`src/design/lsch_pkg.sv`:
```
// -----------------------------------------------------------------------------
// Lottery scheduler package
// Shared sizes, command and status codes, sequencer states and ticket helpers.
// -----------------------------------------------------------------------------
package lsch_pkg;

  // table geometry
  localparam int SLOTS      = 16;
  localparam int TICKET_CAP = 30;
  localparam int SLOT_W     = (SLOTS > 1) ? $clog2(SLOTS) : 1;
  localparam int TICKET_W   = $clog2(TICKET_CAP + 1);
  localparam int TOTAL_W    = $clog2(SLOTS * TICKET_CAP + 1);

  // item field widths
  localparam int CMD_W         = 2;
  localparam int SLOT_FIELD_W  = 4;
  localparam int DRAW_W        = 16;
  localparam int STATUS_W      = 2;
  localparam int TOTAL_FIELD_W = 9;
  localparam int TOTAL_FIELD_MAX = (1 << TOTAL_FIELD_W) - 1;
  localparam int DIV_CNT_W     = $clog2(DRAW_W + 1);

  // configuration port
  localparam int CFG_IDX_W  = 2;
  localparam int CFG_DATA_W = 1;

  // start ticket counts, limited to the cap
  localparam int START_SYS_TICKETS = (10 > TICKET_CAP) ? TICKET_CAP : 10;
  localparam int START_INH_TICKETS = (5 > TICKET_CAP) ? TICKET_CAP : 5;

  typedef logic [TICKET_W-1:0] ticket_t;
  typedef logic [TOTAL_W-1:0]  total_t;

  typedef enum logic [CMD_W-1:0] {
    CMD_START_SYS = 2'd0,
    CMD_START_INH = 2'd1,
    CMD_STOP      = 2'd2,
    CMD_EXPIRE    = 2'd3
  } cmd_e;

  typedef enum logic [STATUS_W-1:0] {
    ST_OK         = 2'd0,
    ST_INACTIVE   = 2'd1,
    ST_NO_TICKETS = 2'd2
  } status_e;

  typedef enum logic [CFG_IDX_W-1:0] {
    CFG_DYNAMIC   = 2'd0,
    CFG_ALTERNATE = 2'd1
  } cfg_idx_e;

  typedef enum logic [2:0] {
    S_IDLE,
    S_CMD,
    S_SUM,
    S_MOD,
    S_DRAW,
    S_OUT
  } state_e;

  // loser reward: one ticket, or two in alternate mode, never past the cap
  function automatic ticket_t grow_loser(input ticket_t t, input logic alt);
    ticket_t v;
    v = t;
    if (v < ticket_t'(TICKET_CAP)) begin
      v = ticket_t'(v + 1'b1);
      if (alt && (v < ticket_t'(TICKET_CAP))) begin
        v = ticket_t'(v + 1'b1);
      end
    end
    return v;
  endfunction

  // reported total saturates at the field maximum
  function automatic logic [TOTAL_FIELD_W-1:0] sat_total(input total_t t);
    logic [TOTAL_FIELD_W-1:0] r;
    if (32'(t) > TOTAL_FIELD_MAX) begin
      r = TOTAL_FIELD_W'(TOTAL_FIELD_MAX);
    end else begin
      r = TOTAL_FIELD_W'(t);
    end
    return r;
  endfunction

endpackage

```
`src/design/lsch_if.sv`:
```
// -----------------------------------------------------------------------------
// Lottery scheduler channels
// Command, result and configuration channels with valid/ready handshakes.
// -----------------------------------------------------------------------------

// command item channel
interface lsch_in_if import lsch_pkg::*; ();
  logic                    valid;
  logic                    ready;
  logic [CMD_W-1:0]        cmd;
  logic [SLOT_FIELD_W-1:0] slot;
  logic [DRAW_W-1:0]       draw_value;

  modport source (output valid, output cmd, output slot, output draw_value, input ready);
  modport sink   (input valid, input cmd, input slot, input draw_value, output ready);
endinterface

// result item channel
interface lsch_out_if import lsch_pkg::*; ();
  logic                     valid;
  logic                     ready;
  logic [STATUS_W-1:0]      status;
  logic                     winner_valid;
  logic [SLOT_FIELD_W-1:0]  winner_slot;
  logic [TOTAL_FIELD_W-1:0] total_tickets;

  modport source (output valid, output status, output winner_valid, output winner_slot,
                  output total_tickets, input ready);
  modport sink   (input valid, input status, input winner_valid, input winner_slot,
                  input total_tickets, output ready);
endinterface

// register write channel
interface lsch_cfg_if import lsch_pkg::*; ();
  logic                  valid;
  logic                  ready;
  logic [CFG_IDX_W-1:0]  index;
  logic [CFG_DATA_W-1:0] data;

  modport source (output valid, output index, output data, input ready);
  modport sink   (input valid, input index, input data, output ready);
endinterface

```
`src/design/lsch_mod.sv`:
```
// -----------------------------------------------------------------------------
// Lottery scheduler modulo unit
// Restoring division, one quotient bit per cycle; returns the remainder.
// -----------------------------------------------------------------------------
module lsch_mod import lsch_pkg::*; (
  input  logic              clk_i,
  input  logic              rst_ni,
  input  logic              start_i,
  input  logic [DRAW_W-1:0] dividend_i,
  input  total_t            divisor_i,
  output logic              done_o,
  output total_t            rem_o
);

  logic                 busy_q, busy_d;
  logic                 done_q, done_d;
  logic [DIV_CNT_W-1:0] cnt_q, cnt_d;
  logic [DRAW_W-1:0]    quot_q, quot_d;
  total_t               rem_q, rem_d;
  total_t               div_q, div_d;
  logic [TOTAL_W:0]     trial;
  total_t               rem_step;

  // one shift-subtract step
  always_comb begin
    trial = {rem_q, quot_q[DRAW_W-1]};
    if (trial >= {1'b0, div_q}) begin
      rem_step = TOTAL_W'(trial - {1'b0, div_q});
    end else begin
      rem_step = TOTAL_W'(trial);
    end
  end

  // step control
  always_comb begin
    busy_d = busy_q;
    done_d = 1'b0;
    cnt_d  = cnt_q;
    quot_d = quot_q;
    rem_d  = rem_q;
    div_d  = div_q;
    if (start_i) begin
      busy_d = 1'b1;
      cnt_d  = DIV_CNT_W'(DRAW_W);
      quot_d = dividend_i;
      rem_d  = '0;
      div_d  = divisor_i;
    end else if (busy_q) begin
      rem_d  = rem_step;
      quot_d = {quot_q[DRAW_W-2:0], 1'b0};
      cnt_d  = DIV_CNT_W'(cnt_q - 1'b1);
      if (cnt_q == DIV_CNT_W'(1)) begin
        busy_d = 1'b0;
        done_d = 1'b1;
      end
    end
  end

  always_ff @(posedge clk_i or negedge rst_ni) begin
    if (!rst_ni) begin
      busy_q <= 1'b0;
      done_q <= 1'b0;
      cnt_q  <= '0;
    end else begin
      busy_q <= busy_d;
      done_q <= done_d;
      cnt_q  <= cnt_d;
    end
  end

  always_ff @(posedge clk_i) begin
    quot_q <= quot_d;
    rem_q  <= rem_d;
    div_q  <= div_d;
  end

  assign done_o = done_q;
  assign rem_o  = rem_q;

endmodule

```
`src/design/lsch_seq.sv`:
```
// -----------------------------------------------------------------------------
// Lottery scheduler sequencer
// Slot table and the state machine that walks it for commands and draws.
// -----------------------------------------------------------------------------
module lsch_seq import lsch_pkg::*; (
  input  logic       clk_i,
  input  logic       rst_ni,
  lsch_in_if.sink    in_i,
  lsch_out_if.source out_o,
  input  logic       dynamic_i,
  input  logic       alternate_i
);

  state_e                  state_q, state_d;
  cmd_e                    cmd_q, cmd_d;
  logic [SLOT_FIELD_W-1:0] slot_q, slot_d;
  logic [DRAW_W-1:0]       draw_q, draw_d;
  logic [SLOT_W-1:0]       idx_q, idx_d;
  total_t                  total_q, total_d;
  total_t                  left_q, left_d;
  logic                    found_q, found_d;
  logic [SLOT_W-1:0]       wslot_q, wslot_d;
  status_e                 status_q, status_d;
  logic                    wvalid_q, wvalid_d;

  // result register
  logic                     ov_q, ov_d;
  logic [STATUS_W-1:0]      o_status_q, o_status_d;
  logic                     o_wvalid_q, o_wvalid_d;
  logic [SLOT_FIELD_W-1:0]  o_wslot_q, o_wslot_d;
  logic [TOTAL_FIELD_W-1:0] o_total_q, o_total_d;

  // slot table
  ticket_t tix_q  [SLOTS];
  logic    act_q  [SLOTS];
  logic    mark_q [SLOTS];

  logic              wr_tix, wr_act, wr_mark;
  ticket_t           wr_tix_val;
  logic              wr_act_val, wr_mark_val;
  logic [SLOT_W-1:0] rd_addr;
  ticket_t           rd_tix;
  logic              rd_act;
  logic              in_range;
  logic              last_idx;
  total_t            sum;
  total_t            rd_tix_ext;

  logic   mod_start, mod_done;
  total_t mod_rem;

  // single table port: command slot in S_CMD, walk index otherwise
  assign rd_addr    = (state_q == S_CMD) ? SLOT_W'(slot_q) : idx_q;
  assign rd_tix     = tix_q[rd_addr];
  assign rd_act     = act_q[rd_addr];
  assign rd_tix_ext = TOTAL_W'(rd_tix);
  assign in_range   = (32'(slot_q) < SLOTS);
  assign last_idx   = (idx_q == SLOT_W'(SLOTS - 1));
  assign sum        = TOTAL_W'(total_q + (rd_act ? rd_tix_ext : '0));

  lsch_mod u_mod (
    .clk_i      (clk_i),
    .rst_ni     (rst_ni),
    .start_i    (mod_start),
    .dividend_i (draw_q),
    .divisor_i  (sum),
    .done_o     (mod_done),
    .rem_o      (mod_rem)
  );

  // next state and datapath
  always_comb begin
    state_d     = state_q;
    cmd_d       = cmd_q;
    slot_d      = slot_q;
    draw_d      = draw_q;
    idx_d       = idx_q;
    total_d     = total_q;
    left_d      = left_q;
    found_d     = found_q;
    wslot_d     = wslot_q;
    status_d    = status_q;
    wvalid_d    = wvalid_q;
    ov_d        = ov_q && !out_o.ready;
    o_status_d  = o_status_q;
    o_wvalid_d  = o_wvalid_q;
    o_wslot_d   = o_wslot_q;
    o_total_d   = o_total_q;
    wr_tix      = 1'b0;
    wr_act      = 1'b0;
    wr_mark     = 1'b0;
    wr_tix_val  = rd_tix;
    wr_act_val  = rd_act;
    wr_mark_val = 1'b0;
    mod_start   = 1'b0;
    in_i.ready  = (state_q == S_IDLE);

    unique case (state_q)
      S_IDLE: begin
        if (in_i.valid) begin
          cmd_d   = cmd_e'(in_i.cmd);
          slot_d  = in_i.slot;
          draw_d  = in_i.draw_value;
          state_d = S_CMD;
        end
      end

      S_CMD: begin
        status_d = ST_OK;
        wvalid_d = 1'b0;
        wslot_d  = '0;
        total_d  = '0;
        state_d  = S_OUT;
        unique case (cmd_q)
          CMD_START_SYS, CMD_START_INH: begin
            if (!in_range) begin
              status_d = ST_INACTIVE;
            end else begin
              wr_tix      = 1'b1;
              wr_act      = 1'b1;
              wr_mark     = 1'b1;
              wr_act_val  = 1'b1;
              wr_mark_val = 1'b0;
              wr_tix_val  = (cmd_q == CMD_START_SYS) ? ticket_t'(START_SYS_TICKETS)
                                                     : ticket_t'(START_INH_TICKETS);
            end
          end
          CMD_STOP: begin
            if (!in_range || !rd_act) begin
              status_d = ST_INACTIVE;
            end else begin
              wr_act      = 1'b1;
              wr_mark     = 1'b1;
              wr_act_val  = 1'b0;
              wr_mark_val = 1'b0;
            end
          end
          CMD_EXPIRE: begin
            if (!in_range || !rd_act) begin
              status_d = ST_INACTIVE;
            end else begin
              // dynamic mode takes one ticket from the expiring slot if it holds more than one
              if (dynamic_i && (rd_tix > ticket_t'(1))) begin
                wr_tix     = 1'b1;
                wr_tix_val = ticket_t'(rd_tix - 1'b1);
              end
              idx_d   = '0;
              state_d = S_SUM;
            end
          end
          default: begin
            status_d = ST_INACTIVE;
          end
        endcase
      end

      // first walk: total of active tickets
      S_SUM: begin
        total_d = sum;
        idx_d   = SLOT_W'(idx_q + 1'b1);
        if (last_idx) begin
          idx_d = '0;
          if (sum == '0) begin
            status_d = ST_NO_TICKETS;
            state_d  = S_OUT;
          end else begin
            mod_start = 1'b1;
            state_d   = S_MOD;
          end
        end
      end

      S_MOD: begin
        if (mod_done) begin
          left_d  = mod_rem;
          found_d = 1'b0;
          idx_d   = '0;
          state_d = S_DRAW;
        end
      end

      // second walk: pick the winner, reward every other active slot
      S_DRAW: begin
        if (rd_act) begin
          wr_tix  = 1'b1;
          wr_mark = 1'b1;
          if (!found_q && (left_q < rd_tix_ext)) begin
            found_d     = 1'b1;
            wvalid_d    = 1'b1;
            wslot_d     = idx_q;
            wr_mark_val = 1'b1;
            wr_tix_val  = alternate_i ? ticket_t'(rd_tix >> 1) : rd_tix;
          end else begin
            if (!found_q) begin
              left_d = TOTAL_W'(left_q - rd_tix_ext);
            end
            wr_mark_val = 1'b0;
            wr_tix_val  = grow_loser(rd_tix, alternate_i);
          end
        end
        idx_d = SLOT_W'(idx_q + 1'b1);
        if (last_idx) begin
          idx_d   = '0;
          state_d = S_OUT;
        end
      end

      // hand the result to the output register once it is free
      S_OUT: begin
        if (!ov_q || out_o.ready) begin
          ov_d       = 1'b1;
          o_status_d = status_q;
          o_wvalid_d = wvalid_q;
          o_wslot_d  = SLOT_FIELD_W'(wslot_q);
          o_total_d  = sat_total(total_q);
          state_d    = S_IDLE;
        end
      end

      default: begin
        state_d = S_IDLE;
      end
    endcase
  end

  // control registers
  always_ff @(posedge clk_i or negedge rst_ni) begin
    if (!rst_ni) begin
      state_q <= S_IDLE;
      ov_q    <= 1'b0;
    end else begin
      state_q <= state_d;
      ov_q    <= ov_d;
    end
  end

  // working and result registers
  always_ff @(posedge clk_i) begin
    cmd_q      <= cmd_d;
    slot_q     <= slot_d;
    draw_q     <= draw_d;
    idx_q      <= idx_d;
    total_q    <= total_d;
    left_q     <= left_d;
    found_q    <= found_d;
    wslot_q    <= wslot_d;
    status_q   <= status_d;
    wvalid_q   <= wvalid_d;
    o_status_q <= o_status_d;
    o_wvalid_q <= o_wvalid_d;
    o_wslot_q  <= o_wslot_d;
    o_total_q  <= o_total_d;
  end

  // slot table, cleared by reset
  always_ff @(posedge clk_i or negedge rst_ni) begin
    if (!rst_ni) begin
      for (int i = 0; i < SLOTS; i++) begin
        tix_q[i]  <= '0;
        act_q[i]  <= 1'b0;
        mark_q[i] <= 1'b0;
      end
    end else begin
      if (wr_tix) begin
        tix_q[rd_addr] <= wr_tix_val;
      end
      if (wr_act) begin
        act_q[rd_addr] <= wr_act_val;
      end
      if (wr_mark) begin
        mark_q[rd_addr] <= wr_mark_val;
      end
    end
  end

  assign out_o.valid         = ov_q;
  assign out_o.status        = o_status_q;
  assign out_o.winner_valid  = o_wvalid_q;
  assign out_o.winner_slot   = o_wslot_q;
  assign out_o.total_tickets = o_total_q;

endmodule

```
`src/design/lottery_scheduler.sv`:
```
// -----------------------------------------------------------------------------
// Lottery scheduler
// Lottery arbiter over a table of process slots with start, stop and draw.
// -----------------------------------------------------------------------------
// Usage:
//   in_i carries one command item (cmd, slot, draw_value); out_o returns one
//   result item (status, winner_valid, winner_slot, total_tickets) for each.
//   cfg_i writes the mode bits: index 0 dynamic mode, index 1 alternate mode;
//   it is always ready and should only be written while no item is in flight.
// Operation:
//   start and stop items, and an expiry on an inactive slot, go from S_CMD
//   straight to S_OUT; an expiry that finds no tickets ends after the sum walk.
//   an expiry that draws makes one walk over the table to sum tickets, a
//   bit-serial modulo of DRAW_W steps, and a second walk that picks the winner
//   and updates every active slot, all through a single table port.
//   in_i.ready is high only while the sequencer is idle; one item at a time.
// Reset:
//   rst_ni clears all slots (inactive, zero tickets, no marks), both modes
//   and the result register's valid flag.
// Stalls:
//   a result waits in the output register while out_o.ready is low; the next
//   item is still accepted and its result is held in the sequencer until the
//   output register frees up.
// -----------------------------------------------------------------------------
module lottery_scheduler import lsch_pkg::*; (
  input  logic       clk_i,
  input  logic       rst_ni,
  lsch_in_if.sink    in_i,
  lsch_out_if.source out_o,
  lsch_cfg_if.sink   cfg_i
);

  logic dynamic_q, dynamic_d;
  logic alternate_q, alternate_d;

  // mode registers
  assign cfg_i.ready = 1'b1;

  always_comb begin
    dynamic_d   = dynamic_q;
    alternate_d = alternate_q;
    if (cfg_i.valid) begin
      unique case (cfg_idx_e'(cfg_i.index))
        CFG_DYNAMIC:   dynamic_d   = cfg_i.data[0];
        CFG_ALTERNATE: alternate_d = cfg_i.data[0];
        default: begin
          dynamic_d   = dynamic_q;
          alternate_d = alternate_q;
        end
      endcase
    end
  end

  always_ff @(posedge clk_i or negedge rst_ni) begin
    if (!rst_ni) begin
      dynamic_q   <= 1'b0;
      alternate_q <= 1'b0;
    end else begin
      dynamic_q   <= dynamic_d;
      alternate_q <= alternate_d;
    end
  end

  lsch_seq u_seq (
    .clk_i       (clk_i),
    .rst_ni      (rst_ni),
    .in_i        (in_i),
    .out_o       (out_o),
    .dynamic_i   (dynamic_q),
    .alternate_i (alternate_q)
  );

endmodule

```
`src/flat_wrapper.sv`:
```
// flat-port wrapper written by rule: the top's interface ports become plain ports
module lottery_scheduler_flat import lsch_pkg::*;
  (clk_i, rst_ni, in_i_valid, in_i_cmd, in_i_slot, in_i_draw_value, in_i_ready, out_o_valid, out_o_status, out_o_winner_valid, out_o_winner_slot, out_o_total_tickets, out_o_ready, cfg_i_valid, cfg_i_index, cfg_i_data, cfg_i_ready);
  lsch_in_if in_i_i ();
  lsch_out_if out_o_i ();
  lsch_cfg_if cfg_i_i ();
  input  logic clk_i;
  input  logic rst_ni;
  input wire logic [$bits(in_i_i.valid)-1:0] in_i_valid;
  input wire logic [$bits(in_i_i.cmd)-1:0] in_i_cmd;
  input wire logic [$bits(in_i_i.slot)-1:0] in_i_slot;
  input wire logic [$bits(in_i_i.draw_value)-1:0] in_i_draw_value;
  output wire logic [$bits(in_i_i.ready)-1:0] in_i_ready;
  output wire logic [$bits(out_o_i.valid)-1:0] out_o_valid;
  output wire logic [$bits(out_o_i.status)-1:0] out_o_status;
  output wire logic [$bits(out_o_i.winner_valid)-1:0] out_o_winner_valid;
  output wire logic [$bits(out_o_i.winner_slot)-1:0] out_o_winner_slot;
  output wire logic [$bits(out_o_i.total_tickets)-1:0] out_o_total_tickets;
  input wire logic [$bits(out_o_i.ready)-1:0] out_o_ready;
  input wire logic [$bits(cfg_i_i.valid)-1:0] cfg_i_valid;
  input wire logic [$bits(cfg_i_i.index)-1:0] cfg_i_index;
  input wire logic [$bits(cfg_i_i.data)-1:0] cfg_i_data;
  output wire logic [$bits(cfg_i_i.ready)-1:0] cfg_i_ready;
  assign in_i_i.valid = in_i_valid;
  assign in_i_i.cmd = in_i_cmd;
  assign in_i_i.slot = in_i_slot;
  assign in_i_i.draw_value = in_i_draw_value;
  assign in_i_ready = in_i_i.ready;
  assign out_o_valid = out_o_i.valid;
  assign out_o_status = out_o_i.status;
  assign out_o_winner_valid = out_o_i.winner_valid;
  assign out_o_winner_slot = out_o_i.winner_slot;
  assign out_o_total_tickets = out_o_i.total_tickets;
  assign out_o_i.ready = out_o_ready;
  assign cfg_i_i.valid = cfg_i_valid;
  assign cfg_i_i.index = cfg_i_index;
  assign cfg_i_i.data = cfg_i_data;
  assign cfg_i_ready = cfg_i_i.ready;
  lottery_scheduler u_core (.clk_i(clk_i), .rst_ni(rst_ni), .in_i(in_i_i), .out_o(out_o_i), .cfg_i(cfg_i_i));
endmodule
```
`config.mk`:
```
export PLATFORM = sky130hd
export DESIGN_NAME = lottery_scheduler_flat
export DESIGN_NICKNAME = d
export VERILOG_FILES = /design/src/design/lsch_pkg.sv /design/src/design/lsch_if.sv /design/src/design/lsch_mod.sv /design/src/design/lsch_seq.sv /design/src/design/lottery_scheduler.sv /design/src/flat_wrapper.sv
export SDC_FILE = /design/constraint.sdc
export NUM_CORES = 1
export LEC_CHECK = 0
export BUFFER_PORTS_ARGS = -buffer_cell sky130_fd_sc_hd__buf_4
export CAP_MARGIN = 20
export CELL_PAD_IN_SITES_DETAIL_PLACEMENT = 1
export CELL_PAD_IN_SITES_GLOBAL_PLACEMENT = 2
export CORE_MARGIN = 1
export CORE_UTILIZATION = 46
export DETAILED_ROUTE_END_ITERATION = 8
export GPL_ROUTABILITY_DRIVEN = 0
export GPL_TIMING_DRIVEN = 0
export PLACE_DENSITY_LB_ADDON = 0.1
export SYNTH_ARGS = -nofsm -noshare
export SYNTH_HDL_FRONTEND = slang
export SYNTH_SLANG_ARGS = --single-unit
```
`constraint.sdc`:
```
create_clock -name clk_i -period 17.6 [get_ports clk_i]
set_clock_uncertainty 0.1 [all_clocks]
set_input_delay 3.52 -clock clk_i [delete_from_list [all_inputs] [get_ports clk_i]]
set_output_delay 3.52 -clock clk_i [all_outputs]
set_load 0.005 [all_outputs]
```
; ---- Word level (Yosys, flattened, before mapping)
; Index checks and enable logic that the tools add are counted.
[word_totals]
output_inout_bits = 19
latchBits = 0
ram_bits = 0
word_cells = 208
memories = 0
reg_bits = 211
in_bits = 30
rom_bits = 0
[op_classes]
addsub = 8
muxes = 82
div_mod_pow = 0
bitwise_logic = 1
multipliers = 0
n_eq_ne = 23
reduce_logical = 31
n_lt_le_gt_ge = 7
shift = 0
[op_table]
columns = operator, n
row1 = $bwmux 80, 1
row2 = $mux 5, 13
row3 = $mux 9, 5
row4 = $pmux 9 s2, 2
row5 = $mux 16, 2
row6 = $mux 4, 8
row7 = $mux 3, 8
row8 = $mux 1, 23
row9 = $bmux 5 s4, 1
row10 = $demux 5 s4, 1
row11 = $ne 2x2->1 const B, 10
row12 = $pmux 5 s2, 2
row13 = $pmux 3 s6, 1
row14 = $bwmux 16, 1
row15 = $pmux 1 s2, 6
row16 = $pmux 4 s3, 1
row17 = $add 5x1->5 const B, 2
row18 = $ge 10x9->1, 1
row19 = $lt 5x5->1 const B, 2
row20 = $reduce_and 5->1, 2
row21 = $sub 5x1->5 const B, 2
row22 = $add 9x5->9, 1
row23 = $logic_not 9->1, 1
row24 = $lt 9x5->1, 1
row25 = other kinds (31), 55

; ---- Longest topological paths before layout
; Gate-level depths: netlist (run 1).
[logic_depth]
word_depth = 15
ltp_mapped = 24
ltp_nobuf = 19

; ---- Cells and area by module
; Synthesis (run 1) repeated with hierarchy kept, for this count alone.
[hier_totals]
hier_cells = 1034
area_unflattened_um2 = 11765.0
[modules_own_cells]
columns = module, cells_each, seq_area_each_um2, instances, area_per_inst_um2
row1 = lsch_seq, 842, 4544.4, 1, 9490.4
row2 = lsch_mod, 184, 1106.1, 1, 2167.1
row3 = lottery_scheduler, 8, 50.0, 1, 107.6

; ---- Worst setup path before layout (run 1)
; OpenSTA, ideal clock, no wires.
[synth_path]
path_type = register to register
from = register u_core.u_seq.state_q[2]
to = register u_core.u_seq.u_mod.quot_q[0], enable pin
setup_ns = 0.291
synth_period_minus_slack_ns = 5.794
path_stages_with_launch = 25
setup_slack_ns = 11.806
arrival_ns = 5.403
required_ns = 17.209
n_path_buf = 6
cell_sequence = dfrtp_1 -> buf_2 -> nor3b_4 -> buf_6 -> mux2i_1 -> buf_2 -> nand2_1 -> o22ai_2 -> or2_1 -> buf_2 -> buf_2 -> nor2_1 -> ha_1 -> fa_1 -> a21o_1 -> a21oi_1 -> nor2b_1 -> o2111ai_1 -> xor2_1 -> nand3_1 -> or4_1 -> inv_1 -> nor2_1 -> clkbuf_1 -> or2_2
[synth_via]
elab_chain_len = 13
word_cells_on_any_way = 17
classes_between = 1 x add/sub / 2 x eq/ne / 11 x mux / 1 x bitwise / 2 x reduce/logical
[synth_lines]
columns = item, line
row1 = "start, declared", lsch_seq.sv:14  ; state_e state_q, state_d;
row2 = "start signal, assigned", lsch_seq.sv:232  ; state_q <= state_d;
row3 = $eq 3x1->1, lsch_seq.sv:53  ; assign rd_addr = (state_q == S_CMD) ? SLOT_W'(slot_q) : idx_q;
row4 = $mux 4, lsch_seq.sv:53
row5 = $not 4->5, -
row6 = $bmux 5 s4 or $bmux 1 s4 (tied branches), "lsch_seq.sv:54, lsch_seq.sv:55"
row7 = $mux 5 (implied by the code) or $mux 1 (tied branches) (2 in series), "lsch_seq.sv:54, lsch_seq.sv:55"
row8 = $mux 5, lsch_seq.sv:59  ; assign sum = TOTAL_W'(total_q + (rd_act ? rd_tix_ext : '0));
row9 = $add 9x5->9, lsch_seq.sv:59
row10 = $logic_not 9->1, lsch_seq.sv:163  ; if (sum == '0) begin
row11 = $mux 1, lsch_seq.sv:163
row12 = $mux 1, lsch_seq.sv:161  ; if (last_idx) begin
row13 = $mux 1 *, lsch_seq.sv:98  ; unique case (state_q)
row14 = $reduce_bool 2->1 (no line) *, -
row15 = "end signal, assigned", lsch_mod.sv:72  ; quot_q <= quot_d;
row16 = "end, declared", lsch_mod.sv:18  ; logic [DRAW_W-1:0] quot_q, quot_d;
; Every way passes the cells marked *; elsewhere a longest branch is shown, timed or not. The select of a mux whose other input is x is not followed.
; A chain may end at the register's enable or synchronous reset.

; ---- Worst setup path after layout (run 1)
[layout_path]
from = register u_core.u_seq.state_q[2]
to = register u_core.u_seq.u_mod.quot_q[5], enable pin
; The elaborated chain is that of the path after synthesis.

==> qor.tcl, run 1 <==
set qor(timing.final.hold_violations) 0
set qor(cts_resized) 0
set qor(drc_errors) 0
set qor(synth_simple_gate_area_share_pct) 12.5
set qor(drive_above_1_share_pct) 25.6
set qor(io_buffers) 47
set qor(yosys_register_bits) 211
set qor(grt_max_degree) 61
set qor(clock_latency_ns) 0.53
set qor(antenna_cells_inserted) 0
set qor(number_of_rows_in_the_core_area) 57
set qor(detail_route.first_pass.iterations) 7
set qor(post-cts-setup-buffers) 0
set qor(floorplan.die_area_sq_um) 25900
set qor(floorplan.die.height_um) 161
set qor(dp_hpwl_um) 23500
set qor(first_global_vias) 8952
set qor(synth.largest_area_cell) {sky130_fd_sc_hd__edfxtp_1}
set qor(syn-instance-count) 992
set qor(first_iter_violations) 485
set qor(fp.coreArea_sq_um) 24600
set qor(mappedNetlistNets) 1053
set qor(via_per_inst) 5.93
set qor(synth.lib_cells_used.distinct) 91
set qor(final_setup_vio_count) 0
set qor(placement_stage_cell_area_sq_um) 12400
set qor(layout.cell_area.non_filler_sq_um) 13200
set qor(finalMaxSlewViolations) 0
set qor(synthXorXnorAreaFrac_pct) 1.73
set qor(clkSlewWorstSetupHoldPaths_ns) 0.06
set qor(cts.path.max_buffers) 3
set qor(max-cap-violations) 0
set qor(area.growth.synth_to_final_pct) 13.7
set qor(wl_per_cell_um) 22.9
set qor(grt_remaining_overflow) 0
set qor(ctsHoldBuffers) 0
set qor(synth_top_family_by_area) {multiplexers}
set qor(max_freq_mhz) 130
set qor(p_leak_nw) 5.52
set qor(kind_of_end_point_of_the_critical_path) {flop}
set qor(power_total_mw) 2.96
set qor(seq_area_frac_synth_pct) 49.0
set qor(area_fraction_in_compound_gates_after_synthesis_pct) 10.7
set qor(timing_worst_setup_path_type) {reg2reg}
set qor(hold_path.class) {reg2reg}
set qor(syn_area_sq_um) 11600
set qor(timing.final.crit_period_ns) 7.68
set qor(setup_total_negative_slack_ns) 0
set qor(least_margin_pin_slew_ns) 1.06
set qor(io_pins) 49
set qor(post_synth_fa_ha_maj_area_fraction_pct) 3.53
set qor(worstPathRequired_ns) 17.73
set qor(synth_top_area_share_pct) 24.0
set qor(mostFrequentLayoutCell) {sky130_fd_sc_hd__dfrtp_1}
set qor(dpl_worst_slack_ns) 9.97
set qor(chipWidth_um) 161
set qor(mean_post_synth_cell_area_sq_um) 11.7
set qor(route.final.wire_length_um) 32200
set qor(dr_total_vias) 8350
set qor(fin_crit_sh_pct) 43.6
set qor(ant_nets) 0
set qor(dominantRegCellSynth) {sky130_fd_sc_hd__dfrtp_1}
set qor(worst-path-max-fanout) 16
set qor(post_synth_main_area_contributors) {sky130_fd_sc_hd__edfxtp_1, sky130_fd_sc_hd__dfrtp_1, sky130_fd_sc_hd__mux2_2, sky130_fd_sc_hd__mux4_2, sky130_fd_sc_hd__mux2i_1}
set qor(power.density_cell_area_nw_per_um2) 224
set qor(worst_setup_path_start_kind) {flop}
set qor(commonest_cells_after_routing_fill_and_taps_aside) {sky130_fd_sc_hd__dfrtp_1, sky130_fd_sc_hd__mux2_2, sky130_fd_sc_hd__edfxtp_1}
set qor(synth_warn) 0
set qor(run_status) {finished clean}
set qor(cts_made_buffers) 24
set qor(synth_edf_count) 93
set qor(crit_arrival_ns) 7.81
set qor(grt_antenna_before_repair) 0
set qor(global_route_wire_length_before_repair_um) 51400
set qor(cts_tree) {yes}
set qor(floorplan.initialDensity_pct) 47.3
set qor(max_slew_margin_pct) 27.5
set qor(htree_num_levels) 1
set qor(final_core_utilization_pct) 53.8
set qor(final_net_count) 1128
set qor(clk_sinks) 211
set qor(grt_setup_unrepaired) {no}
set qor(groute.usage.overall_pct) 25.8
set qor(power.ir.vdd_worst_uv) 129
set qor(setup_slack_ns) 9.92
set qor(cts-root-buf) {sky130_fd_sc_hd__clkbuf_16}
set qor(share_of_async_settable_or_async_resettable_flops_after_synthesis_pct) 51.7
set qor(post_synth_mux_area_share_pct) 19.2
[per-layer routing]
layer,track usage (%),vias up,routed length [um]
met5,0,-,0
met4,7.20,0,830
met1,35.5,4276,14800
li1,-,3854,-
met2,42.3,169,15100
met3,4.24,51,1520
[state kept, by name (all words and copies together), names as in the netlist, 2 cells and up]
register and cells:
u_core.u_seq.act_q 16, u_core.u_seq.cmd_q 2, u_core.u_seq.draw_q 16, u_core.u_seq.idx_q 4
u_core.u_seq.left_q 9, u_core.u_seq.out_o.status 2, u_core.u_seq.out_o.total_tickets 9, u_core.u_seq.out_o.winner_slot 4
u_core.u_seq.slot_q 4, u_core.u_seq.state_q 3, u_core.u_seq.status_q 2, u_core.u_seq.tix_q 80
u_core.u_seq.total_q 9, u_core.u_seq.u_mod.cnt_q 5, u_core.u_seq.u_mod.div_q 9, u_core.u_seq.u_mod.quot_q 16
u_core.u_seq.u_mod.rem_o 9, u_core.u_seq.wslot_q 4
[through the flow]
step / hold WS, ns / std cells
after floorplan: 0.300 / 992
after global placement: 0.308 / 1363
after detailed placement: 0.306 / 1365
after CTS: 0.321 / 1408
after global routing: 0.333 / 1408
final: 0.320 / 1408
[worst paths after layout]
path | startpoint | end | slack, ns | cells after the start
setup / recovery | u_core.u_seq.state_q[2] | u_core.u_seq.u_mod.quot_q[5] | 9.92 | 23
hold / removal | u_core.u_seq.wvalid_q | u_core.u_seq.out_o.winner_valid | 0.32 | 0
setup reg to reg | u_core.u_seq.state_q[2] | u_core.u_seq.u_mod.quot_q[5] | 9.92 | 23
hold reg to reg | u_core.u_seq.wvalid_q | u_core.u_seq.out_o.winner_valid | 0.32 | 0
max in group asynchronous | rst_ni | u_core.u_seq.tix_q[45] | 13.89 | 2
min in group asynchronous | rst_ni | u_core.u_seq.tix_q[73] | 2.84 | 1
[cell type report]
type	instances	area, sq um
plain buffers	54	273
clock buffers	35	692
clock inverters	8	108
fillers	2588	11400
inverters	30	113
multi-input cells	697	5560
flip-flops and latches	211	5700
well taps	324	405
repair buffers	49	392
[critical path, stage by stage (launching register included)]
cell	delay [ns]
sky130_fd_sc_hd__dfrtp_1	0.35
sky130_fd_sc_hd__buf_2	0.18
sky130_fd_sc_hd__nor3b_4	0.34
sky130_fd_sc_hd__buf_6	0.23
sky130_fd_sc_hd__mux2i_1	0.89
sky130_fd_sc_hd__nand2_1	0.41
sky130_fd_sc_hd__o22ai_2	0.50
sky130_fd_sc_hd__or2_1	0.16
sky130_fd_sc_hd__buf_2	0.22
sky130_fd_sc_hd__buf_2	0.26
sky130_fd_sc_hd__nor2_1	0.07
sky130_fd_sc_hd__ha_1	0.25
sky130_fd_sc_hd__fa_1	0.43
sky130_fd_sc_hd__a21o_1	0.21
sky130_fd_sc_hd__a21oi_1	0.24
sky130_fd_sc_hd__nor2b_1	0.11
sky130_fd_sc_hd__o2111ai_1	0.26
sky130_fd_sc_hd__xor2_1	0.34
sky130_fd_sc_hd__nand3_1	0.12
sky130_fd_sc_hd__or4_1	0.51
sky130_fd_sc_hd__inv_1	0.14
sky130_fd_sc_hd__nor2_1	0.15
sky130_fd_sc_hd__clkbuf_1	0.34
sky130_fd_sc_hd__or2_2	0.55
[synthesized netlist by cell type (8+ instances only)]
| cell | n |
|---|---|
| sky130_fd_sc_hd__xnor2_1 | 15 |
| sky130_fd_sc_hd__nand2_1 | 86 |
| sky130_fd_sc_hd__buf_2 | 20 |
| sky130_fd_sc_hd__clkbuf_1 | 25 |
| sky130_fd_sc_hd__nand3_1 | 26 |
| sky130_fd_sc_hd__o21ai_0 | 29 |
| sky130_fd_sc_hd__inv_1 | 27 |
| sky130_fd_sc_hd__a21oi_1 | 31 |
| sky130_fd_sc_hd__mux2_2 | 105 |
| sky130_fd_sc_hd__mux4_2 | 22 |
| sky130_fd_sc_hd__a31oi_1 | 8 |
| sky130_fd_sc_hd__nor2b_1 | 12 |
| sky130_fd_sc_hd__nand2b_1 | 9 |
| sky130_fd_sc_hd__nor3_1 | 27 |
| sky130_fd_sc_hd__mux2_1 | 12 |
| sky130_fd_sc_hd__mux2i_1 | 38 |
| sky130_fd_sc_hd__edfxtp_1 | 93 |
| sky130_fd_sc_hd__a21o_1 | 12 |
| sky130_fd_sc_hd__and2_1 | 13 |
| sky130_fd_sc_hd__dfxtp_1 | 9 |
| sky130_fd_sc_hd__ha_1 | 28 |
| sky130_fd_sc_hd__xor2_1 | 8 |
| sky130_fd_sc_hd__nor2_1 | 65 |
| sky130_fd_sc_hd__dfrtp_1 | 109 |
| sky130_fd_sc_hd__a211oi_1 | 12 |
[logic make-up after synthesis]
kind of cell | count (synthesis)
DFF | 211
muxes | 180
AOI/OAI and AO/OA | 171
xor gates and xnor gates | 23
other | 1
and+or+nand+nor | 291
adders and majority gates | 31
buffers and inverters | 84
[power by group]
part	internal (mW)	total, mW	switching (mW)
registers	0.714	0.819	0.105
logic	0.601	1.63	1.03
clock network	0.302	0.506	0.204
total	1.62	2.96	1.34
No activity file was read; power rests on OpenSTA's default activity.
==> run 2, diff against run 1 <==
- CORE_UTILIZATION: 46 -> 43
- clock period: 17.6 -> 7.73 ns (I/O delays scaled with it)
==> qor.tcl, run 2 (same netlist as run 1, synthesis figures left out) <==
set qor(run_status) {complete, but fails checks}
set qor(failing_checks) {DRC}
set qor(clock_latency_ns) 0.55 ;# +0.02 ns
set qor(hold-path-cell-count) 0 ;# unchanged
set qor(htree_num_levels) 1 ;# unchanged
set qor(io_buffers) 47 ;# unchanged
set qor(least_margin_pin_slew_ns) 0.916 ;# -0.141 ns
set qor(mostFrequentLayoutCell) {sky130_fd_sc_hd__dfrtp_1}
set qor(worstReg2RegStart) {u_core.u_seq.state_q[2]}
set qor(post-cts-setup-buffers) 0 ;# unchanged
set qor(global_route_wire_length_before_repair_um) 52800 ;# +2.7%
set qor(setup_total_negative_slack_ns) 0 ;# unchanged
set qor(ctsHoldBuffers) 0 ;# unchanged
set qor(timing_worst_setup_path_type) {reg2reg}
set qor(worst-r2r-setup-slack_ns) 0.49 ;# -9.43 ns
set qor(grt_remaining_overflow) 0 ;# unchanged
set qor(timing.hold.ws_ns) 0.323 ;# +0.00257 ns
set qor(hold_path.class) {reg2reg}
set qor(wl_per_cell_um) 23.3 ;# +1.9%
set qor(antenna_cells_inserted) 0 ;# unchanged
set qor(fp.coreArea_sq_um) 26300 ;# +6.8%
set qor(cts_resized) 0 ;# unchanged
set qor(grt_antenna_before_repair) 0 ;# unchanged
set qor(grt_max_degree) 67 ;# +9.8%
set qor(max-cap-violations) 0 ;# unchanged
set qor(floorplan.die.height_um) 167 ;# +3.4%
set qor(clk_sinks) 211 ;# unchanged
set qor(worst_flop_to_flop_path_endpoint) {u_core.u_seq.u_mod.quot_q[1]}
set qor(final_setup_vio_count) 0 ;# unchanged
set qor(kind_of_end_point_of_the_critical_path) {flop}
set qor(max_freq_mhz) 138 ;# +6.0%
set qor(grt_setup_unrepaired) {no}
set qor(io_pins) 49 ;# unchanged
set qor(final_net_count) 1131 ;# +0.27%
set qor(largest_reg_flops) 80 ;# unchanged
set qor(reg2regPathDepth) 24 ;# +4.3%
set qor(detail_route.first_pass.iterations) 7 ;# unchanged
set qor(drc_errors) 5 ;# +5
set qor(groute.usage.overall_pct) 24.7 ;# -1.2 points
set qor(chipWidth_um) 167 ;# +3.4%
set qor(via_per_inst) 5.89 ;# -0.70%
set qor(ant_nets) 0 ;# unchanged
set qor(finalMaxSlewViolations) 0 ;# unchanged
set qor(route.final.wire_length_um) 33200 ;# +3.1%
set qor(crit_arrival_ns) 7.39 ;# -0.42 ns
set qor(dr_total_vias) 8386 ;# +0.43%
set qor(cts.path.max_buffers) 3 ;# unchanged
set qor(fin_crit_sh_pct) 93.7 ;# +50 points
set qor(cts_made_buffers) 25 ;# +4.2%
set qor(registers.top_by_ff_count) {u_core.u_seq.tix_q}
set qor(clkSlewWorstSetupHoldPaths_ns) 0.06 ;# about the same
set qor(max_slew_margin_pct) 37.8 ;# +10 points
set qor(area.growth.synth_to_final_pct) 15.0
set qor(dp_hpwl_um) 23900 ;# +1.7%
set qor(cts-root-buf) {sky130_fd_sc_hd__clkbuf_16}
set qor(hold_path.startpoint) {u_core.u_seq.wslot_q[3]}
set qor(cts_tree) {yes}
set qor(floorplan.initialDensity_pct) 44.3 ;# -3.0 points
set qor(worstPathRequired_ns) 7.88 ;# -9.85 ns
set qor(timing.final.hold_violations) 0 ;# unchanged
set qor(setup.worst_path.start) {u_core.u_seq.state_q[2]}
set qor(drive_above_1_share_pct) 26.4 ;# +0.89 points
set qor(worst_setup_path_start_kind) {flop}
set qor(first_global_vias) 8890 ;# -0.69%
set qor(floorplan.die_area_sq_um) 27700 ;# +6.9%
set qor(cp-endpoint) {u_core.u_seq.u_mod.quot_q[1]}
set qor(first_iter_violations) 537 ;# +11%
set qor(commonest_cells_after_routing_fill_and_taps_aside) {sky130_fd_sc_hd__dfrtp_1, sky130_fd_sc_hd__mux2_2, sky130_fd_sc_hd__edfxtp_1}
set qor(number_of_rows_in_the_core_area) 59 ;# +3.5%
set qor(worst-path-max-fanout) 16 ;# unchanged
set qor(timing.final.crit_period_ns) 7.24 ;# -0.438 ns
-- run 2: area by class of cell --
type	instances	area [sq um]
repair buffers	51	422
inverters	30	113
well taps	335	419
flip-flops and latches	211	5700
plain buffers	54	275
multi-input cells	697	5570
clock inverters	10	146
fillers	2775	12900
clock buffers	36	737
-- run 2: worst min path at each step --
stage,end
after floorplan,u_core.u_seq.out_o.status[0]
after global placement,u_core.u_seq.out_o.status[1]
after detailed placement,u_core.u_seq.out_o.winner_slot[3]
after CTS,u_core.u_seq.out_o.winner_slot[3]
after global routing,u_core.u_seq.out_o.winner_slot[0]
final,u_core.u_seq.out_o.winner_slot[3]
-- run 2: worst max-delay path: stages, from the launching register on --
cell                        delay, ns
sky130_fd_sc_hd__dfrtp_1         0.35
sky130_fd_sc_hd__buf_2           0.18
sky130_fd_sc_hd__nor3b_4         0.34
sky130_fd_sc_hd__buf_6           0.23
sky130_fd_sc_hd__mux2i_2         0.48
sky130_fd_sc_hd__buf_2           0.39
sky130_fd_sc_hd__nand2_1         0.28
sky130_fd_sc_hd__o22ai_4         0.40
sky130_fd_sc_hd__or2_1           0.16
sky130_fd_sc_hd__buf_2           0.22
sky130_fd_sc_hd__buf_2           0.33
sky130_fd_sc_hd__nor2_1          0.08
sky130_fd_sc_hd__ha_1            0.26
sky130_fd_sc_hd__fa_1            0.44
sky130_fd_sc_hd__a21o_1          0.20
sky130_fd_sc_hd__a21oi_1         0.23
sky130_fd_sc_hd__nor2b_1         0.10
sky130_fd_sc_hd__o2111ai_1       0.21
sky130_fd_sc_hd__xor2_1          0.28
sky130_fd_sc_hd__nand3_1         0.10
sky130_fd_sc_hd__or4_1           0.53
sky130_fd_sc_hd__inv_1           0.15
sky130_fd_sc_hd__nor2_1          0.15
sky130_fd_sc_hd__clkbuf_2        0.25
sky130_fd_sc_hd__or2_2           0.49
-- run 2: per-layer routing --
metal | track usage, % | vias up | part of all wire [%] | routed length, um
met5 | 0 | - | 0 | 0
met4 | 6.24 | 0 | 2.1 | 698
met3 | 2.78 | 40 | 4.0 | 1330
met2 | 39.0 | 169 | 45 | 14900
met1 | 36.1 | 4323 | 49 | 16200
li1 | - | 3854 | - | -
-- run 2: metrics by stage --
step / cells / area, sq um / setup slack [ns] / util (%)
2_1_floorplan: 992 / 11600 / 1.94 / -
3_3_place_gp: 1374 / 12400 / 0.214 / 47.2
3_5_place_dp: 1377 / 12500 / 0.201 / 47.5
4_1_cts: 1423 / 13400 / 0.144 / 50.8
5_1_grt: 1424 / 13400 / 0.0281 / 50.9
6_report: 1424 / 13400 / 0.487 / 50.9
Power of run 2 is not shown: default switching activity piles up to over one toggle a cycle in this logic, so the estimate is an artifact.
